===== src/design/laqs_pkg.sv =====
`timescale 1ns / 1ps

package laqs_pkg;

    // Operation codes carried in the op field of an input word
    localparam logic [2:0] OP_PUSH   = 3'd0;
    localparam logic [2:0] OP_POP    = 3'd1;
    localparam logic [2:0] OP_LIST   = 3'd2;
    localparam logic [2:0] OP_SEARCH = 3'd3;
    localparam logic [2:0] OP_STATUS = 3'd4;

    // Result status codes
    localparam logic [1:0] ST_OK       = 2'd0;
    localparam logic [1:0] ST_OVERFLOW = 2'd1;
    localparam logic [1:0] ST_EMPTY    = 2'd2;
    localparam logic [1:0] ST_NOTFOUND = 2'd3;

    // Configuration space: one register, selected by address bit 2
    localparam int         CFG_ADDR_W   = 3;
    localparam logic       CFG_CAPACITY = 1'b0;
    localparam logic [4:0] CAP_RESET    = 5'd16;

    typedef struct packed {
        logic [2:0]         op;
        logic signed [31:0] value;
    } in_word_t;

    typedef struct packed {
        logic [1:0]         status;
        logic signed [31:0] data;
        logic [4:0]         position;
        logic               is_full;
        logic               is_empty;
        logic               last;
    } out_word_t;

    // Controller to datapath
    typedef struct packed {
        logic       load;
        logic       push;
        logic       pop;
        logic       emit;
        logic [1:0] emit_status;
        logic       scan_start;
        logic       scan_run;
        logic       finish;
    } laqs_cmd_t;

    // Datapath to controller
    typedef struct packed {
        logic [2:0] op;
        logic       empty;
        logic       push_blocked;
        logic       pop_bad;
        logic       scan_done;
        logic       out_free;
    } laqs_stat_t;

endpackage


===== src/design/laqs_ctrl.sv =====
`timescale 1ns / 1ps

module laqs_ctrl (
    input  logic                 aclk,
    input  logic                 aresetn,
    input  logic                 s_valid,
    output logic                 s_ready,
    input  laqs_pkg::laqs_stat_t stat,
    output laqs_pkg::laqs_cmd_t  cmd
);
    import laqs_pkg::*;

    localparam logic [1:0] S_IDLE = 2'd0;
    localparam logic [1:0] S_DISP = 2'd1;
    localparam logic [1:0] S_SCAN = 2'd2;

    logic [1:0] state_reg;
    logic [1:0] state_next;

    always_ff @(posedge aclk) begin
        if (!aresetn) begin
            state_reg <= S_IDLE;
        end else begin
            state_reg <= state_next;
        end
    end

    always_comb begin
        cmd        = '0;
        s_ready    = 1'b0;
        state_next = state_reg;
        unique case (state_reg)
            S_IDLE: begin
                s_ready = 1'b1;
                if (s_valid) begin
                    cmd.load   = 1'b1;
                    state_next = S_DISP;
                end
            end
            S_DISP: begin
                unique case (stat.op) inside
                    OP_LIST, OP_SEARCH: begin
                        if (!stat.empty) begin
                            cmd.scan_start = 1'b1;
                            state_next     = S_SCAN;
                        end else if (stat.out_free) begin
                            cmd.emit        = 1'b1;
                            cmd.emit_status = ST_EMPTY;
                            state_next      = S_IDLE;
                        end
                    end
                    OP_PUSH: begin
                        if (stat.out_free) begin
                            cmd.emit = 1'b1;
                            if (stat.push_blocked) begin
                                cmd.emit_status = ST_OVERFLOW;
                            end else begin
                                cmd.push        = 1'b1;
                                cmd.emit_status = ST_OK;
                            end
                            state_next = S_IDLE;
                        end
                    end
                    OP_POP: begin
                        if (stat.out_free) begin
                            cmd.emit = 1'b1;
                            if (stat.pop_bad) begin
                                cmd.emit_status = ST_EMPTY;
                            end else begin
                                cmd.pop         = 1'b1;
                                cmd.emit_status = ST_OK;
                            end
                            state_next = S_IDLE;
                        end
                    end
                    default: begin
                        // status query and unused codes
                        if (stat.out_free) begin
                            cmd.emit        = 1'b1;
                            cmd.emit_status = ST_OK;
                            state_next      = S_IDLE;
                        end
                    end
                endcase
            end
            S_SCAN: begin
                cmd.scan_run = 1'b1;
                if (stat.scan_done && stat.out_free) begin
                    cmd.finish = 1'b1;
                    state_next = S_IDLE;
                end
            end
            default: begin
                state_next = S_IDLE;
            end
        endcase
    end

endmodule


===== src/design/laqs_dp.sv =====
`timescale 1ns / 1ps

module laqs_dp #(
    parameter int DEPTH = 16
) (
    input  logic                 aclk,
    input  logic                 aresetn,
    input  laqs_pkg::in_word_t   s_data,
    input  logic [4:0]           capacity,
    input  laqs_pkg::laqs_cmd_t  cmd,
    output laqs_pkg::laqs_stat_t stat,
    output logic                 m_valid,
    input  logic                 m_ready,
    output laqs_pkg::out_word_t  m_data
);
    import laqs_pkg::*;

    localparam int AW = (DEPTH > 1) ? $clog2(DEPTH) : 1;
    localparam int CW = $clog2(DEPTH + 1);
    localparam int EW = (CW > 5) ? CW : 5;
    localparam int PW = (AW + 1 > 5) ? AW + 1 : 5;

    logic [31:0]        mem [DEPTH];
    logic signed [31:0] rd_data_reg;
    logic [AW-1:0]      rd_addr;

    in_word_t           item_reg;
    logic [AW-1:0]      head_reg, head_next;
    logic [CW-1:0]      tail_reg, tail_next;

    logic [CW-1:0]      scan_idx_reg;
    logic [AW-1:0]      eval_idx_reg;
    logic               eval_vld_reg;
    logic               pend_vld_reg;
    logic signed [31:0] pend_data_reg;
    logic [4:0]         pend_pos_reg;

    logic               out_vld_reg;
    out_word_t          out_reg, out_next;
    logic               out_load;

    logic [EW-1:0]      eff_cap;
    logic               out_free;
    logic               issue;
    logic               match;
    logic               stall;
    logic               advance;
    logic [PW-1:0]      pos_wide;
    logic               flag_full;
    logic               flag_empty;

    // Effective capacity: zero acts as one, above the built depth acts as the depth
    always_comb begin
        if (capacity == 5'd0) begin
            eff_cap = EW'(1);
        end else if (EW'(capacity) > EW'(DEPTH)) begin
            eff_cap = EW'(DEPTH);
        end else begin
            eff_cap = EW'(capacity);
        end
    end

    assign out_free = !out_vld_reg || m_ready;
    assign issue    = scan_idx_reg < tail_reg;
    assign match    = (item_reg.op == OP_LIST) || (rd_data_reg == item_reg.value);
    assign stall    = eval_vld_reg && match && pend_vld_reg && !out_free;
    assign advance  = cmd.scan_run && !stall;
    assign pos_wide = PW'(eval_idx_reg) + PW'(1);

    // Hold the read address on the slot under evaluation while stalled
    always_comb begin
        if (cmd.scan_run) begin
            rd_addr = advance ? scan_idx_reg[AW-1:0] : eval_idx_reg;
        end else begin
            rd_addr = head_reg;
        end
    end

    always_comb begin
        head_next = head_reg;
        tail_next = tail_reg;
        if (cmd.push) begin
            tail_next = tail_reg + CW'(1);
        end else if (cmd.pop) begin
            if (CW'(head_reg) + CW'(1) == tail_reg) begin
                head_next = '0;
                tail_next = '0;
            end else begin
                head_next = head_reg + AW'(1);
            end
        end
    end

    assign flag_full  = EW'(tail_next) >= eff_cap;
    assign flag_empty = tail_next == '0;

    always_comb begin
        out_load          = 1'b0;
        out_next          = out_reg;
        out_next.is_full  = flag_full;
        out_next.is_empty = flag_empty;
        if (cmd.emit) begin
            out_load          = 1'b1;
            out_next.status   = cmd.emit_status;
            out_next.data     = cmd.pop ? rd_data_reg : '0;
            out_next.position = '0;
            out_next.last     = 1'b1;
        end else if (cmd.finish) begin
            out_load = 1'b1;
            out_next.last = 1'b1;
            if (pend_vld_reg) begin
                out_next.status   = ST_OK;
                out_next.data     = pend_data_reg;
                out_next.position = pend_pos_reg;
            end else begin
                out_next.status   = ST_NOTFOUND;
                out_next.data     = '0;
                out_next.position = '0;
            end
        end else if (advance && eval_vld_reg && match && pend_vld_reg) begin
            // a newer match exists, so the held one is not the last
            out_load          = 1'b1;
            out_next.status   = ST_OK;
            out_next.data     = pend_data_reg;
            out_next.position = pend_pos_reg;
            out_next.last     = 1'b0;
        end
    end

    always_ff @(posedge aclk) begin
        rd_data_reg <= mem[rd_addr];
        if (cmd.push) begin
            mem[tail_reg[AW-1:0]] <= item_reg.value;
        end
    end

    always_ff @(posedge aclk) begin
        if (!aresetn) begin
            head_reg     <= '0;
            tail_reg     <= '0;
            eval_vld_reg <= 1'b0;
            pend_vld_reg <= 1'b0;
            out_vld_reg  <= 1'b0;
            scan_idx_reg <= '0;
        end else begin
            head_reg <= head_next;
            tail_reg <= tail_next;
            if (cmd.scan_start) begin
                scan_idx_reg <= CW'(head_reg);
                eval_vld_reg <= 1'b0;
                pend_vld_reg <= 1'b0;
            end else if (advance) begin
                eval_vld_reg <= issue;
                if (issue) begin
                    scan_idx_reg <= scan_idx_reg + CW'(1);
                end
                if (eval_vld_reg && match) begin
                    pend_vld_reg <= 1'b1;
                end
            end
            if (cmd.finish) begin
                pend_vld_reg <= 1'b0;
            end
            if (out_load) begin
                out_vld_reg <= 1'b1;
            end else if (m_ready) begin
                out_vld_reg <= 1'b0;
            end
        end
    end

    always_ff @(posedge aclk) begin
        if (cmd.load) begin
            item_reg <= s_data;
        end
        if (advance) begin
            eval_idx_reg <= scan_idx_reg[AW-1:0];
            if (eval_vld_reg && match) begin
                pend_data_reg <= rd_data_reg;
                pend_pos_reg  <= pos_wide[4:0];
            end
        end
        if (out_load) begin
            out_reg <= out_next;
        end
    end

    assign stat.op           = item_reg.op;
    assign stat.empty        = tail_reg == '0;
    assign stat.push_blocked = EW'(tail_reg) >= eff_cap;
    assign stat.pop_bad      = (tail_reg == '0) || (CW'(head_reg) >= tail_reg);
    assign stat.scan_done    = !issue && !eval_vld_reg;
    assign stat.out_free     = out_free;

    assign m_valid = out_vld_reg;
    assign m_data  = out_reg;

endmodule


===== src/design/linear_array_queue_with_search_unit.sv =====
`timescale 1ns / 1ps

// Array queue with search, one operation per input word.
//
// Input channel s_*: one word carries an op (push, pop, list, search, status)
// and a 32-bit value. Output channel m_*: result words, one per push, pop or
// status op, and one per held slot for list, one per matching slot for
// search; the final word of an op has last set. A list or search of an empty
// queue, and a search without a match, give a single error word.
// Timing: a word is taken in the idle state. Push, pop and status load their
// result into the output register from the dispatch state once it is free.
// List and search run a scan over the slot memory, which reads one slot per
// cycle through its one read port while the scan is not stalled.
// Input words are taken one at a time: s_ready is low from acceptance until
// the last result has entered the output register.
// Stall: a held result waits in the output register while m_ready is low;
// the scan keeps one more match aside and then holds until the word drains.
// Reset (aresetn low, synchronous) empties the queue, clears the valid flags and
// sets capacity to 16. Slot contents are not cleared. The user writes capacity
// at APB offset 0 only while the block is idle; the block does not enforce it.

module linear_array_queue_with_search_unit #(
    parameter int DEPTH = 16
) (
    input  logic                                aclk,
    input  logic                                aresetn,
    input  logic                                s_valid,
    output logic                                s_ready,
    input  laqs_pkg::in_word_t                  s_data,
    output logic                                m_valid,
    input  logic                                m_ready,
    output laqs_pkg::out_word_t                 m_data,
    input  logic                                psel,
    input  logic                                penable,
    input  logic                                pwrite,
    input  logic [laqs_pkg::CFG_ADDR_W-1:0]     paddr,
    input  logic [31:0]                         pwdata,
    output logic [31:0]                         prdata,
    output logic                                pready
);
    import laqs_pkg::*;

    logic [4:0]  capacity_reg;
    laqs_cmd_t   cmd;
    laqs_stat_t  stat;
    logic        cfg_wr;

    // Register file: capacity only
    assign pready = 1'b1;
    assign cfg_wr = psel && penable && pwrite;

    always_ff @(posedge aclk) begin
        if (!aresetn) begin
            capacity_reg <= CAP_RESET;
        end else if (cfg_wr && (paddr[2] == CFG_CAPACITY)) begin
            capacity_reg <= pwdata[4:0];
        end
    end

    // Return zero for offsets past the register list
    assign prdata = (paddr[2] == CFG_CAPACITY) ? {27'd0, capacity_reg} : 32'd0;

    laqs_ctrl u_ctrl (
        .aclk    (aclk),
        .aresetn (aresetn),
        .s_valid (s_valid),
        .s_ready (s_ready),
        .stat    (stat),
        .cmd     (cmd)
    );

    laqs_dp #(
        .DEPTH (DEPTH)
    ) u_dp (
        .aclk     (aclk),
        .aresetn  (aresetn),
        .s_data   (s_data),
        .capacity (capacity_reg),
        .cmd      (cmd),
        .stat     (stat),
        .m_valid  (m_valid),
        .m_ready  (m_ready),
        .m_data   (m_data)
    );

endmodule


===== config.mk =====
export PLATFORM = sky130hd
export DESIGN_NAME = linear_array_queue_with_search_unit
export DESIGN_NICKNAME = d
export VERILOG_FILES = /design/src/design/laqs_pkg.sv /design/src/design/laqs_ctrl.sv /design/src/design/laqs_dp.sv /design/src/design/linear_array_queue_with_search_unit.sv
export SDC_FILE = /design/constraint.sdc
export NUM_CORES = 1
export LEC_CHECK = 0
export ABC_AREA = 1
export BUFFER_PORTS_ARGS = -buffer_cell sky130_fd_sc_hd__buf_4
export CORE_ASPECT_RATIO = 1.25
export CORE_MARGIN = 2
export CORE_UTILIZATION = 29
export DETAILED_ROUTE_END_ITERATION = 12
export GPL_TIMING_DRIVEN = 0
export PLACE_DENSITY_LB_ADDON = 0.12
export SLEW_MARGIN = 20
export SYNTH_ARGS = -nofsm -noshare
export SYNTH_HDL_FRONTEND = slang
export SYNTH_SLANG_ARGS = --single-unit

===== constraint.sdc =====
create_clock -name aclk -period 5.45 [get_ports aclk]
set_input_delay 0.545 -clock aclk [delete_from_list [all_inputs] [get_ports aclk]]
set_output_delay 0.545 -clock aclk [all_outputs]
set_load 0.005 [all_outputs]

== Word level (Yosys, flattened, before mapping) ==
Memories as Yosys holds them, arrays and structs flattened. A register that Yosys moved wholly into a read port is not among the register bits.
Cells that the tools add are included.

* Magnitude comparators: 5
* Eq/ne operators: 9
* $add $sub $neg: 5
* Reduce and logical (&&, ||, !) cells: 39
* Multiplexer cells: 52
* Bitwise gates (word level): 3

{| class="wikitable"
|+ Operators by type and width
! kind !! number
|-
| $mux 39 || 4
|-
| $eq 32x32->1 || 1
|-
| $mux 32 || 1
|-
| $mux 5 || 6
|-
| $mux 4 || 7
|-
| $mux 1 || 20
|-
| $logic_not 5->1 || 3
|-
| $mux 2 || 7
|-
| $logic_and 1x1->1 || 12
|-
| $mux 3 || 4
|-
| $reduce_and 2->1 || 6
|-
| $add 4x1->5 const B || 2
|-
| $add 5x1->5 const B || 2
|-
| $ge 5x5->1 || 2
|-
| $pmux 3 s3 || 1
|-
| $eq 3x2->1 const B || 2
|-
| $mux 6 || 1
|-
| $pmux 2 s3 || 1
|-
| $reduce_bool 2->1 || 3
|-
| $reduce_or 2->1 || 3
|-
| $eq 5x5->1 || 1
|-
| $ge 4x5->1 || 1
|-
| $gt 5x5->1 const B || 1
|-
| $logic_not 1->1 || 5
|-
| other kinds (13) || 17
|}

* Register bits: 142
* Bits of input ports: 77
* Logic and storage cells: 134
* Memories: 1
* Bits in writable memories: 512

{| class="wikitable"
|+ Memory list
! memory !! words !! width !! read ports !! clocked after memory_dff !! wr ports !! RTL line !! text
|-
| u_dp.mem || 16 || 32 || 1 || 1 || 1 || laqs_dp.sv:23 || <nowiki>logic [31:0] mem [DEPTH];</nowiki>
|}

== Logic depth before layout (Yosys ltp) ==
* Word-level depth: 14
* Gate-level depth with buffers: 22
* Depth with buffers taken out: 20

== By module ==
A second synthesis with hierarchy kept.

* Cells, all modules: 2840
* Area, all modules: 30023.8 sq um

{| class="wikitable"
|+ Modules (own cells, without submodules)
! module !! cells each !! instances !! sequential area each (sq um) !! area each (sq um)
|-
| laqs_dp || 2724 || 1 || 19859.0 || 29306.9
|-
| linear_array_queue_with_search_unit || 75 || 1 || 100.1 || 488.0
|-
| laqs_ctrl || 41 || 1 || 40.0 || 229.0
|}

== Least setup slack after synthesis ==
Ideal clock, no wire load.

* Path type: register -> register
* Start: reg capacity_reg[3]
* End: mem u_dp.mem[7][0], enable pin
* Period minus slack after synthesis: 4.257 ns
* Buffers on the path: 0
* Arrival time: 3.796 ns
* Required time: 4.989 ns
* Stages on the path, launching flop included: 14
* Path slack: 1.193 ns
* Cells stage by stage: dfxtp_1 inv_1 nand4_1 nand2_1 nand2_1 ha_1 nand2_1 inv_1 o21ai_0 o211a_1 nand4_1 nor2_1 inv_1 nor3_1

* Word-level cells in the longest chain between the ends: 10
* Elaborated cells on any way between the ends: 11

{| class="wikitable"
|+ RTL lines
! item !! RTL line !! text
|-
| start: declaration || linear_array_queue_with_search_unit.sv:43 || <nowiki>logic [4:0] capacity_reg;</nowiki>
|-
| start signal: assignment || linear_array_queue_with_search_unit.sv:56 || <nowiki>capacity_reg <= pwdata[4:0];</nowiki>
|-
| $gt 5x5->1 || laqs_dp.sv:56 || <nowiki>end else if (EW'(capacity) > EW'(DEPTH)) begin</nowiki>
|-
| $mux 5 || laqs_dp.sv:56 ||
|-
| $mux 5 (*) || laqs_dp.sv:54 || <nowiki>if (capacity == 5'd0) begin</nowiki>
|-
| $ge 5x5->1 (*) || laqs_dp.sv:190 || <nowiki>assign stat.push_blocked = EW'(tail_reg) >= eff_cap;</nowiki>
|-
| $mux 1 (*) || laqs_ctrl.sv:55 || <nowiki>if (stat.push_blocked) begin</nowiki>
|-
| $mux 1 (*) || laqs_ctrl.sv:53 || <nowiki>if (stat.out_free) begin</nowiki>
|-
| $mux 1 (*) || laqs_ctrl.sv:41 || <nowiki>unique case (stat.op) inside</nowiki>
|-
| $mux 6 (*) || laqs_ctrl.sv:32 || <nowiki>unique case (state_reg)</nowiki>
|-
| $mux 1 (*) || laqs_dp.sv:132 || <nowiki>if (cmd.push) begin</nowiki>
|-
| $mux 1 (not written as such) (*) || laqs_dp.sv:133 || <nowiki>mem[tail_reg[AW-1:0]] <= item_reg.value;</nowiki>
|-
| end: declaration || laqs_dp.sv:23 ||
|}

Every way passes the cells marked *; elsewhere a longest branch is shown, timed or not.

== Worst setup path in the final report ==
* Start: reg u_dp.item_reg[15] in the netlist's numbering
* End: reg u_dp.rd_data_reg[20] (read register of u_dp.mem)

* Word-level cells in the longest chain between the ends: 9

{| class="wikitable"
|+ RTL lines
! item !! RTL line !! text
|-
| start: declaration || laqs_dp.sv:27 || <nowiki>in_word_t item_reg;</nowiki>
|-
| start signal: assignment || laqs_dp.sv:174 || <nowiki>item_reg <= s_data;</nowiki>
|-
| $eq 32x32->1 || laqs_dp.sv:65 || <nowiki>assign match = (item_reg.op == OP_LIST) || (rd_data_reg == item_reg.value);</nowiki>
|-
| $logic_or 1x1->1 || laqs_dp.sv:65 ||
|-
| $logic_and 1x1->1 (3 in series) || laqs_dp.sv:66 || <nowiki>assign stall = eval_vld_reg && match && pend_vld_reg && !out_free;</nowiki>
|-
| $logic_not 1->1 || laqs_dp.sv:67 || <nowiki>assign advance = cmd.scan_run && !stall;</nowiki>
|-
| $logic_and 1x1->1 || laqs_dp.sv:67 ||
|-
| $mux 4 || laqs_dp.sv:73 || <nowiki>rd_addr = advance ? scan_idx_reg[AW-1:0] : eval_idx_reg;</nowiki>
|-
| $mux 4 || laqs_dp.sv:72 || <nowiki>if (cmd.scan_run) begin</nowiki>
|-
| end: declaration || laqs_dp.sv:24 || <nowiki>logic signed [31:0] rd_data_reg;</nowiki>
|}

No other way between the ends.
A chain may end at the register's enable or synchronous reset.

==> reports/qor.csv <==
stage,metric,value,unit
logic_synthesis,yosysSeqAreaShare,67.1,%
drt,drt_iter0_markers,1536,
clocking,clk_pin_slew,0.06,ns
min_path,hold_path_class,input pin to flop,
die,start_util,29.3,%
placed_design,globalplace.congestion,0.824,
clocking,cts_max_path_buffers,3,
die,die_width,291,um
worst_setup_path,cp.buffers_inverters,2,
sta,fin_crit,4.54,ns
power,leakage,14.7,nW
global_route,grt_pass1_vias,19564,
placed_design,hpwl,66200,um
sta,fin_worst_skew,0.0214,ns
placed_design,portBuffers,95,
clocking,cts_setup_buffers,0,
clocking,ctsRootBufferMaster,clkbuf_16,
logic_synthesis,synthesis.area,0.0298,mm2
clocking,cts.sinks,686,
clocking,worst_skew_pair.late_latency,0.63,ns
worst_setup_path,cp-end-kind,flop,
worst_setup_path,critPathKind,flop to flop,
layout,diodes,0,
clocking,htreeDepth,3,
global_route,grt-ovfl-total,0,
drt,vias_per_cell,4.54,
worst_setup_path,r2r-end,u_dp.rd_data_reg[20],
worst_setup_path,start_kind,flop,
layout,post-route-util,34.8,%
layout,mostFrequentLayoutCells,"647 x nand3_1, 626 x edfxtp_1, 597 x inv_1",
clocking,cts_buffers,74,
drt,dr.pass1.iters,5,
sta,setup_viol,0,
drt,wirelength,95500,um
worst_setup_path,reg2reg_depth,15,
global_route,grt_start_max_net_pins,33,
worst_setup_path,crit_cells,15,
worst_setup_path,critPathCapture,u_dp.rd_data_reg[20],
die,core,0.102,mm2
sta,whs,0.0931,ns
worst_setup_path,crit_arrival,5.01,ns
worst_setup_path,r2r_slack,0.91,ns
layout,drive_above_1_share,11.5,%
layout,seqCellArea,0.0200,mm2
die,ios,154,
die,chipHeight,363,um
clocking,cts_tree,built,
clocking,cts_resized,0,
layout,fillers,10272,
job,maxCapViolCount,0,
global_route,grt_pass1_wl,136000,um
drt,wl_per_cell,21.5,um
layout,syn2layout_area_growth,18.9,%
sta,tightest_slew,1.00,ns
drt,drc_errors,0,
layout,mostFrequentLayoutCell,nand3_1,
drt,via_count,20141,
drt,drtAntennaViolNets,0,
sta,hold_viol_final,0,
min_path,min_from,s_data[9],
layout,multi_input_area,0.00689,mm2
sta,fmax,220,MHz
sta,rsz0062_at_grt,no,
worst_setup_path,cpLargestDelayFamily,simple AND/OR/NAND/NOR gates,
logic_synthesis,avgSynthCellArea,10.6,um2
worst_setup_path,path_cells,xnor2_1 > nand2_1 > nor2_1 > nand2_1 > nor2_1 > nand2_1 > nand2_2 > nand3_4 > nand2_4 > o21ai_0 > o21ai_1 > inv_1 > clkbuf_1 > nand3_1 > nand2_1,
worst_setup_path,cp.required,5.92,ns
layout,fin_nets,3154,
sta,maxSlewHeadroom,33.2,%
die,row_count,131,
logic_synthesis,synth_cell_types,38,
logic_synthesis,ys_ff_latch,686,
sta,fin_crit_sh,83.3,%
worst_setup_path,crit_start,u_dp.item_reg[15],
worst_setup_path,worst-path-max-fanout,17,
die,die-area,0.105,mm2
worst_setup_path,crit_top_cell,nand2_1,
logic_synthesis,ys_warn_count,0,
clocking,cts_hold_buf,0,
power,powerDensity,313,mW/mm2
sta,drv_slew,0,
worst_setup_path,slowest_delay,0.83,ns
logic_synthesis,syn-instance-count,2824,
worst_setup_path,reg2reg_from,u_dp.item_reg[15],
outcome,outcome,finished clean,
layout,largest_register_ffs,512,
global_route,grt_antenna_before_repair,0,
worst_setup_path,cp_slowest_cell,edfxtp_1,
global_route,grt_usage,17.8,%
power,ir_drop,176,uV
[cell usage after synthesis, drive strengths merged]
library cell / number / share of area (%)
nor2: 60 / 0.76
a21oi: 19 / 0.32
nor3: 8 / 0.15
a311oi: 1 / 0.029
xnor2: 23 / 0.68
dfxtp: 60 / 4.0
buf: 111 / 2.4
a31oi: 2 / 0.042
o32ai: 1 / 0.029
conb: 2 / 0.025
edfxtp: 626 / 63
nor3b: 1 / 0.025
a211oi: 4 / 0.10
clkbuf: 49 / 0.62
o21ai: 32 / 0.54
o211ai: 1 / 0.025
a32o: 20 / 0.67
nand3: 649 / 11
xor2: 7 / 0.21
o211a: 1 / 0.034
nand2: 504 / 6.4
inv: 603 / 7.6
o22ai: 2 / 0.042
and3: 1 / 0.021
ha: 25 / 1.0
o21bai: 4 / 0.10
nand4: 7 / 0.15
clkinv: 1 / 0.013
[routing by layer]
layer,global-route usage (%),up-vias,wire length [um]
met4,6.71,0,3340
met2,31.5,516,47500
li1,-,9703,-
met5,0,-,0
met3,2.44,136,4050
met1,22.1,9786,40500
[kinds of logic (layout without fill, tap and decap cells)]
logic type | count (synthesis) | in the layout | share of synthesized area, %
buf+inv | 764 | 1023 | 10.6
xor+xnor | 30 | 30 | 0.881
other cells | 2 | 28 | 0.0252
compound gates | 87 | 87 | 1.93
fa+ha+maj | 25 | 25 | 1.05
flops | 686 | 686 | 67.1
simple gates | 1230 | 1230 | 18.5
[where the power goes]
group          switching [mW]  total, mW  internal (mW)
clock network            2.11       5.02           2.91
registers              0.0988       5.88           5.79
logic                  0.0971      0.185         0.0879
[through the flow]
step	setup TNS [ns]	setup WS [ns]	power [mW]	area, um2	instances
6_report	0	0.912	11.1	35400	4439
4_1_cts	0	0.886	11.2	35400	4439
3_3_place_gp	-170.71	-1.92	6.18	32300	4275
3_5_place_dp	0	0.909	6.19	33100	4306
5_1_grt	0	0.649	11.4	35400	4439
2_1_floorplan	0	1.19	6.04	29900	2850
[worst min-delay path by stage]
stage | end | slack (ns) | cells after the start
after floorplan | u_dp.pend_data_reg[0] | 0.43 | 0
after global placement | u_dp.pend_data_reg[28] | 0.44 | 0
after detailed placement | u_dp.pend_data_reg[28] | 0.44 | 0
after CTS | u_dp.item_reg[8] | 0.05 | 1
after global routing | u_dp.item_reg[22] | 0.07 | 1
final | u_dp.item_reg[9] | 0.09 | 1
[final cells by class]
class / count / share of cell area [%]
multi-input cells: 1400 / 19.4
flip-flops and latches: 686 / 56.4
plain buffers: 160 / 2.52
repair buffers: 126 / 3.83
clock inverters: 33 / 0.844
well taps: 1330 / 4.70
inverters: 604 / 6.41
clock buffers: 100 / 5.85
Note: power is estimated with default switching activity, not from simulation.
